$ cat src/hdl/adtshp_pkg.sv
// Shared types, constants and header decode functions for the ADTS header parser.
package adtshp_pkg;

  localparam int unsigned HDR_LEN = 7;

  typedef enum logic [1:0] {
    PH_HUNT = 2'd0,
    PH_HEAD = 2'd1,
    PH_BODY = 2'd2
  } phase_t;

  typedef struct packed {
    logic [15:0] frame_number;
    logic        mpeg_version;
    logic [1:0]  layer_bits;
    logic        crc_absent;
    logic [1:0]  profile_code;
    logic [3:0]  rate_index;
    logic [16:0] rate_hz;
    logic [2:0]  channel_setup;
    logic [12:0] frame_bytes;
    logic [10:0] fullness;
    logic [1:0]  extra_blocks;
  } result_t;

  // Sample rate for the frequency index; reserved and escape codes give zero.
  function automatic logic [16:0] rate_lookup(input logic [3:0] idx);
    logic [16:0] hz;
    case (idx)
      4'd0:    hz = 17'd96000;
      4'd1:    hz = 17'd88200;
      4'd2:    hz = 17'd64000;
      4'd3:    hz = 17'd48000;
      4'd4:    hz = 17'd44100;
      4'd5:    hz = 17'd32000;
      4'd6:    hz = 17'd24000;
      4'd7:    hz = 17'd22050;
      4'd8:    hz = 17'd16000;
      4'd9:    hz = 17'd12000;
      4'd10:   hz = 17'd11025;
      4'd11:   hz = 17'd8000;
      4'd12:   hz = 17'd7350;
      default: hz = 17'd0;
    endcase
    return hz;
  endfunction

  // Thirteen-bit frame length from header bytes 3..5.
  function automatic logic [12:0] frame_len(input logic [7:0] h3, input logic [7:0] h4,
                                            input logic [7:0] h5);
    return {h3[1:0], h4, h5[7:5]};
  endfunction

  function automatic result_t decode(input logic [7:0]  h1, input logic [7:0] h2,
                                     input logic [7:0]  h3, input logic [7:0] h4,
                                     input logic [7:0]  h5, input logic [7:0] h6,
                                     input logic [15:0] num);
    result_t r;
    r.frame_number  = num;
    r.mpeg_version  = h1[3];
    r.layer_bits    = h1[2:1];
    r.crc_absent    = h1[0];
    r.profile_code  = h2[7:6];
    r.rate_index    = h2[5:2];
    r.rate_hz       = rate_lookup(h2[5:2]);
    r.channel_setup = {h2[0], h3[7:6]};
    r.frame_bytes   = frame_len(h3, h4, h5);
    r.fullness      = {h5[4:0], h6[7:2]};
    r.extra_blocks  = h6[1:0];
    return r;
  endfunction

endpackage

$ cat src/hdl/adtshp_core.sv
// Sync hunt, header capture and frame countdown for the ADTS header parser.
module adtshp_core import adtshp_pkg::*; #(
  parameter int COUNT_BITS = 16
) (
  input  logic       clk,
  input  logic       rst_n,
  input  logic       step,
  input  logic [7:0] byte_in,
  output logic       emit,
  output result_t    result
);

  phase_t                phase_r, phase_nxt;
  logic                  saw_ff_r, saw_ff_nxt;
  logic [2:0]            hidx_r, hidx_nxt;
  logic [12:0]           left_r, left_nxt;
  logic [COUNT_BITS-1:0] cnt_r, cnt_nxt;
  logic [7:0]            hdr_r [1:6];
  logic                  hdr_we;
  logic [2:0]            hdr_wa;
  logic [12:0]           len;
  logic [12:0]           left_dec;
  logic [7:0]            h6;
  logic [31:0]           cnt_wide;

  assign len      = frame_len(hdr_r[3], hdr_r[4], hdr_r[5]);
  assign left_dec = (left_r != 13'd0) ? left_r - 13'd1 : left_r;
  assign h6       = (phase_r == PH_HEAD) ? byte_in : hdr_r[6];
  assign cnt_wide = 32'(cnt_r);
  assign result   = decode(hdr_r[1], hdr_r[2], hdr_r[3], hdr_r[4], hdr_r[5], h6,
                           cnt_wide[15:0]);

  always_comb begin
    phase_nxt  = phase_r;
    saw_ff_nxt = saw_ff_r;
    hidx_nxt   = hidx_r;
    left_nxt   = left_r;
    cnt_nxt    = cnt_r;
    hdr_we     = 1'b0;
    hdr_wa     = hidx_r;
    emit       = 1'b0;
    if (step) begin
      case (phase_r)
        PH_HEAD: begin
          hdr_we = 1'b1;
          if (hidx_r == 3'(HDR_LEN - 1)) begin
            hidx_nxt   = 3'd0;
            saw_ff_nxt = 1'b0;
            if (len < 13'(HDR_LEN)) begin
              phase_nxt = PH_HUNT;
            end else if (len == 13'(HDR_LEN)) begin
              phase_nxt = PH_HUNT;
              emit      = 1'b1;
            end else begin
              left_nxt  = len - 13'(HDR_LEN);
              phase_nxt = PH_BODY;
            end
          end else begin
            hidx_nxt = hidx_r + 3'd1;
          end
        end
        PH_BODY: begin
          left_nxt = left_dec;
          if (left_dec == 13'd0) begin
            phase_nxt  = PH_HUNT;
            saw_ff_nxt = 1'b0;
            emit       = 1'b1;
          end
        end
        default: begin
          phase_nxt = PH_HUNT;
          if (saw_ff_r && byte_in[7:4] == 4'hF) begin
            hdr_we     = 1'b1;
            hdr_wa     = 3'd1;
            hidx_nxt   = 3'd2;
            saw_ff_nxt = 1'b0;
            phase_nxt  = PH_HEAD;
          end else begin
            saw_ff_nxt = (byte_in == 8'hFF);
          end
        end
      endcase
      if (emit) cnt_nxt = cnt_r + COUNT_BITS'(1);
    end
  end

  always_ff @(posedge clk) begin
    if (!rst_n) begin
      phase_r  <= PH_HUNT;
      saw_ff_r <= 1'b0;
      hidx_r   <= 3'd0;
      left_r   <= 13'd0;
      cnt_r    <= '0;
    end else begin
      phase_r  <= phase_nxt;
      saw_ff_r <= saw_ff_nxt;
      hidx_r   <= hidx_nxt;
      left_r   <= left_nxt;
      cnt_r    <= cnt_nxt;
    end
  end

  always_ff @(posedge clk) begin
    if (hdr_we) hdr_r[hdr_wa] <= byte_in;
  end

endmodule

$ cat src/hdl/adts_frame_header_parser_top.sv
// Top level of the ADTS frame header parser: input register, parser core, result register.
// A word accepted into the input register is parsed once the result slot is free or draining;
// its result, if any, is loaded into the result register as it is parsed.
// Throughput: one word per cycle while the result slot is free or draining.
// Reset: synchronous, active low; hunting for sync, counters cleared, no result held.
// The header byte store is not reset; only bytes written in the current frame are read.
module adts_frame_header_parser_top import adtshp_pkg::*; #(
  parameter int COUNT_BITS = 16
) (
  input  logic        clk,
  input  logic        rst_n,
  input  logic        in_valid,
  output logic        in_ready,
  input  logic [7:0]  in_stream_byte,
  output logic        out_valid,
  input  logic        out_ready,
  output logic [15:0] out_frame_number,
  output logic        out_mpeg_version,
  output logic [1:0]  out_layer_bits,
  output logic        out_crc_absent,
  output logic [1:0]  out_profile_code,
  output logic [3:0]  out_rate_index,
  output logic [16:0] out_rate_hz,
  output logic [2:0]  out_channel_setup,
  output logic [12:0] out_frame_bytes,
  output logic [10:0] out_fullness,
  output logic [1:0]  out_extra_blocks
);

  logic       in_vld_r;
  logic [7:0] byte_r;
  logic       out_vld_r;
  result_t    res_r;
  result_t    res;
  logic       go;
  logic       emit;

  // Advance the held word into the parser whenever the result slot is free or draining.
  assign go       = in_vld_r && (!out_vld_r || out_ready);
  assign in_ready = !in_vld_r || go;

  // Input register: take a new word when empty or while the held word is being parsed.
  always_ff @(posedge clk) begin
    if (!rst_n) begin
      in_vld_r <= 1'b0;
    end else if (in_valid && in_ready) begin
      in_vld_r <= 1'b1;
    end else if (go) begin
      in_vld_r <= 1'b0;
    end
  end

  always_ff @(posedge clk) begin
    if (in_valid && in_ready) byte_r <= in_stream_byte;
  end

  adtshp_core #(
    .COUNT_BITS(COUNT_BITS)
  ) u_core (
    .clk    (clk),
    .rst_n  (rst_n),
    .step   (go),
    .byte_in(byte_r),
    .emit   (emit),
    .result (res)
  );

  // Result register: load on a frame's last word, drop once taken.
  always_ff @(posedge clk) begin
    if (!rst_n) begin
      out_vld_r <= 1'b0;
    end else if (go && emit) begin
      out_vld_r <= 1'b1;
    end else if (out_ready) begin
      out_vld_r <= 1'b0;
    end
  end

  always_ff @(posedge clk) begin
    if (go && emit) res_r <= res;
  end

  assign out_valid         = out_vld_r;
  assign out_frame_number  = res_r.frame_number;
  assign out_mpeg_version  = res_r.mpeg_version;
  assign out_layer_bits    = res_r.layer_bits;
  assign out_crc_absent    = res_r.crc_absent;
  assign out_profile_code  = res_r.profile_code;
  assign out_rate_index    = res_r.rate_index;
  assign out_rate_hz       = res_r.rate_hz;
  assign out_channel_setup = res_r.channel_setup;
  assign out_frame_bytes   = res_r.frame_bytes;
  assign out_fullness      = res_r.fullness;
  assign out_extra_blocks  = res_r.extra_blocks;

  // A reported frame is never shorter than its header.
  a_len_min: assert property (@(posedge clk) disable iff (!rst_n)
    out_vld_r |-> res_r.frame_bytes >= 13'(HDR_LEN))
    else $error("result frame length below header length");

  // Rate is zero exactly for reserved and escape indexes.
  a_rate_zero: assert property (@(posedge clk) disable iff (!rst_n)
    out_vld_r |-> ((res_r.rate_index >= 4'd13) == (res_r.rate_hz == 17'd0)))
    else $error("rate and rate index disagree");

  // A held word that was not parsed stays held, unchanged.
  a_hold_word: assert property (@(posedge clk) disable iff (!rst_n)
    (in_vld_r && !go) |=> (in_vld_r && $stable(byte_r)))
    else $error("unparsed input word lost or changed");

  // A waiting result is not overwritten.
  a_hold_res: assert property (@(posedge clk) disable iff (!rst_n)
    (out_vld_r && !out_ready) |=> (out_vld_r && $stable(res_r)))
    else $error("waiting result overwritten");

endmodule
$ cat config.mk
export PLATFORM = sky130hd
export DESIGN_NAME = adts_frame_header_parser_top
export DESIGN_NICKNAME = d
export VERILOG_FILES = /design/src/hdl/adtshp_pkg.sv /design/src/hdl/adtshp_core.sv /design/src/hdl/adts_frame_header_parser_top.sv
export SDC_FILE = /design/constraint.sdc
export NUM_CORES = 1
export LEC_CHECK = 0
export ABC_AREA = 1
export BUFFER_PORTS_ARGS = -buffer_cell sky130_fd_sc_hd__buf_2
export CAP_MARGIN = 20
export CORE_MARGIN = 2
export CORE_UTILIZATION = 50
export DETAILED_ROUTE_END_ITERATION = 8
export PLACE_DENSITY = 0.7
export SLEW_MARGIN = 20
export SYNTH_ARGS = -nofsm -noshare
export SYNTH_HDL_FRONTEND = slang
export SYNTH_HIERARCHICAL = 1
export SYNTH_SLANG_ARGS = --single-unit
$ cat constraint.sdc
create_clock -name clk -period 14.5 [get_ports clk]
set_input_delay 2.175 -clock clk [delete_from_list [all_inputs] [get_ports clk]]
set_output_delay 2.175 -clock clk [all_outputs]
set_load 0.05 [all_outputs]
==> metrics.md <==
| Metric | Value |
|---|---|
| Ys flop type | `edfxtp_1` |
| Clk_lat worst skew | `approximately 420 ps` |
| Rel. slew slack | `0.321` |
| Final Skew | `5.22 ps` |
| Post-route ant nets | `0` |
| GRT Resource Usage Total | `0.194` |
| Pin count of the biggest net entering global routing | `57` |
| Met3 routed WL | `about 750 um` |
| CTS tree | `yes` |
| EDFF count, synth | `roughly 120` |
| Worst-path maximum fanout | `3` |
| Reg2Reg Depth | `15` |
| Max-cap violations | `0` |
| Crit-path cells | `buf_2, inv_1, nand3_2, buf_2` |
| Yosys reg bits | `roughly 160` |
| Syn nets | `slightly below 700` |
| Die H | `around 120 um` |
| Vias per cell | `about 5.3` |
| Yosys warns | `6` |
| Final Setup Violations | `0` |
| Post-synth ARST share | `0` |
| HP Class | `flip-flop to flip-flop` |
| Average wire per standard cell | `~14 um` |
| Final slew viol count | `0` |
| IO Port Bufs | `85` |
| Lkg Pwr | `0.00320 uW` |
| Run status | `finished, final reports clean` |
| Final WL | `between 10000 and 15000 um` |
| Worst EP arrival | `2650 ps` |
| Flop2flop setup slack | `~11000 ps` |
| CTS Hold Buffers Added | `0` |
| Cell taking the most area after synthesis | `edfxtp_1` |
| CP max stage delay | `220 ps` |
| DR WL met2 | `6600 um` |
| Antenna fix cells | `0` |
| Post-CTS Setup Inserts | `0` |
| First DRT Iteration DRCs | `about 360` |
| Core Area | `about 13000 um^2` |
| Largest cells by area after synthesis | `edfxtp_1 (53%), dfxtp_1 (11%), nand2_1 (9.0%)` |
| Final min period | `~4800 ps` |
| Layout cells sized above 1 | `0.192` |
| Final std cells w/o fill | `about 950` |
| Fin nets | `780` |
| Most frequent CP cell | `buf_2` |
| Placed insts | `~910` |
| Fmax | `~210 MHz` |
| Fillers | `about 1100` |
| Worst setup SP type | `input pin` |
| Vias in the first global route | `4686` |
| RSZ-0062 raised after global routing | `no` |
| Layout area overhead | `17.5%` |
| Die width | `120 um` |
| Cells after Synth | `664` |
| WHS Path Cells | `0` |
| Die area | `about 14000 um^2` |
| Fin crit share | `0.333` |
| WHS Endpoint | `out_fullness[10]` |
| RD Place Congestion | `roughly 0.88` |
| Root buffer cell | `clkbuf_16` |
| Pwr per Cell Area | `between 100 and 150 nW/um^2` |
| Initial Utilization | `0.511` |
| Hold Vio Cnt, Final | `0` |
| Worst vdd ir | `0.0000753 V` |
| Clk sinks | `roughly 160` |
| Syn Area/Cell | `10.2 um^2` |
| DRC Markers | `0` |
| Overflow after GRT | `0` |
| Post-DP HPWL | `~9100 um` |
| H-tree levels | `4` |
| Most frequent cells in the layout | `nand2_1 (162), edfxtp_1 (119), buf_2 (85), inv_1 (80), nor2_1 (75)` |
| Commonest non-fill, non-tap cell in the layout | `nand2_1` |
| IO Pins | `between 80 and 90` |
| Critical setup path kind | `input pin to output pin` |
| Buf+Inv Stages, Crit Path | `3` |
| Antenna violations before repair | `0` |
| DR top layer | `met4` |
| Via Count | `slightly below 5000` |
| Worst setup EP type | `output pin` |
| Synthesized cell area | `about 6800 um^2` |
| Worst reg2reg startpoint | `u_core/left_r[0]` |
| Seq/Total Area, Yosys | `0.637` |
| M1 WL | `approximately 5900 um` |
| Slowest-stage cell, CP | `buf_2` |
| DR pass1 iterations | `5` |
| CTS buffer count | `17` |
| Top delay family on crit path | `buffers and inverters` |
| First-pass GRT wire length | `22000 um` |
| Synth unique cells | `37` |
| Post-cts sizing count | `0` |
| Top cell type's share of synthesized area | `0.528` |
| Worst-Margin Slew | `between 1000 and 1500 ps` |
| Clock transition at path regs | `approximately 60 ps` |
| Hold_sp | `u_core/hdr_r[5][4]` |
| Worst Path Required | `approximately 12000 ps` |
| Setup tns final | `0 ps` |
| Max Root-Sink Buffers | `2` |
| Worst R2R End | `out_frame_bytes[10]` |
| Row count | `between 40 and 50` |
==> cells in the mapped netlist (all sizes together), types with 2 or more instances <==
master  count
ha         12
clkbuf      7
nor3       10
nand2     169
a21oi      20
clkinv      2
nand4      14
o211ai      4
o21ai      27
a211oi      4
nand3      43
buf         7
edfxtp    119
nand3b      3
xor2        6
dfxtp      37
nor4        8
nor2       82
inv        80
xnor2       2
==> worst max path at each step <==
stage,cells past startpoint,start,endpoint
2_1_floorplan,10,out_ready,out_channel_setup[0]
3_3_place_gp,12,out_ready,out_rate_hz[0]
3_5_place_dp,12,out_ready,out_frame_bytes[2]
4_1_cts,12,out_ready,out_rate_hz[8]
5_1_grt,12,out_ready,out_frame_bytes[4]
6_report,4,out_ready,in_ready
==> per-stage QoR <==
stage	cell area [um^2]	power (uW)	setup slack (ps)	hold WS, ps	util
global placement	7340	564	9100	405	0.555
global route	7950	1040	9480	424	0.601
CTS	7950	1010	9370	425	0.600
finish	7950	1000	9670	421	0.601
detailed placement	7340	566	8910	407	0.555
floorplan	6770	551	7940	400	-
==> cell families after synthesis <==
group | count (synthesis) | synth area share
XOR/XNOR | 8 | 0.0104
AND/OR/NAND/NOR | 330 | 0.219
adder cells (fa/ha/maj) | 12 | 0.0222
AO/OA/AOI/OAI | 62 | 0.0514
flip-flops | 156 | 0.637
buffers and inverters | 96 | 0.0593
==> cell type report <==
class	count	area, um^2	share of cell area
flip-flops and latches	156	4310	0.542
multi-input cells	412	2070	0.260
repair buffers	87	440	0.0554
clock buffers	17	425	0.0535
inverters	82	308	0.0387
well taps	176	220	0.0277
clock inverters	15	179	0.0225
==> state kept, by name (all words and copies together) (netlist names), 2 cells and up <==
register,flops
out_layer_bits,2
out_extra_blocks,2
u_core/phase_r,2
u_core/cnt_r,16
out_frame_bytes,13
u_core/hdr_r,39
out_channel_setup,3
out_rate_hz,17
out_rate_index,4
out_profile_code,2
out_fullness,11
byte_r,8
u_core/left_r,13
u_core/hidx_r,3
out_frame_number,16
==> power by group <==
part / switching (uW) / internal [uW] / leakage (uW)
registers: 6.61 / 483 / 0.00138
clock network: 188 / 260 / 0.000294
logic: 46.5 / 21.5 / 0.00153
==> per-layer routing <==
layer | track usage | up-vias
met5 | 0 | -
met2 | 0.315 | 160
met3 | 0.0509 | 16
li1 | - | 2413
met4 | 0.0698 | 0
met1 | 0.253 | 2375
(Power assumes the default switching activity.)
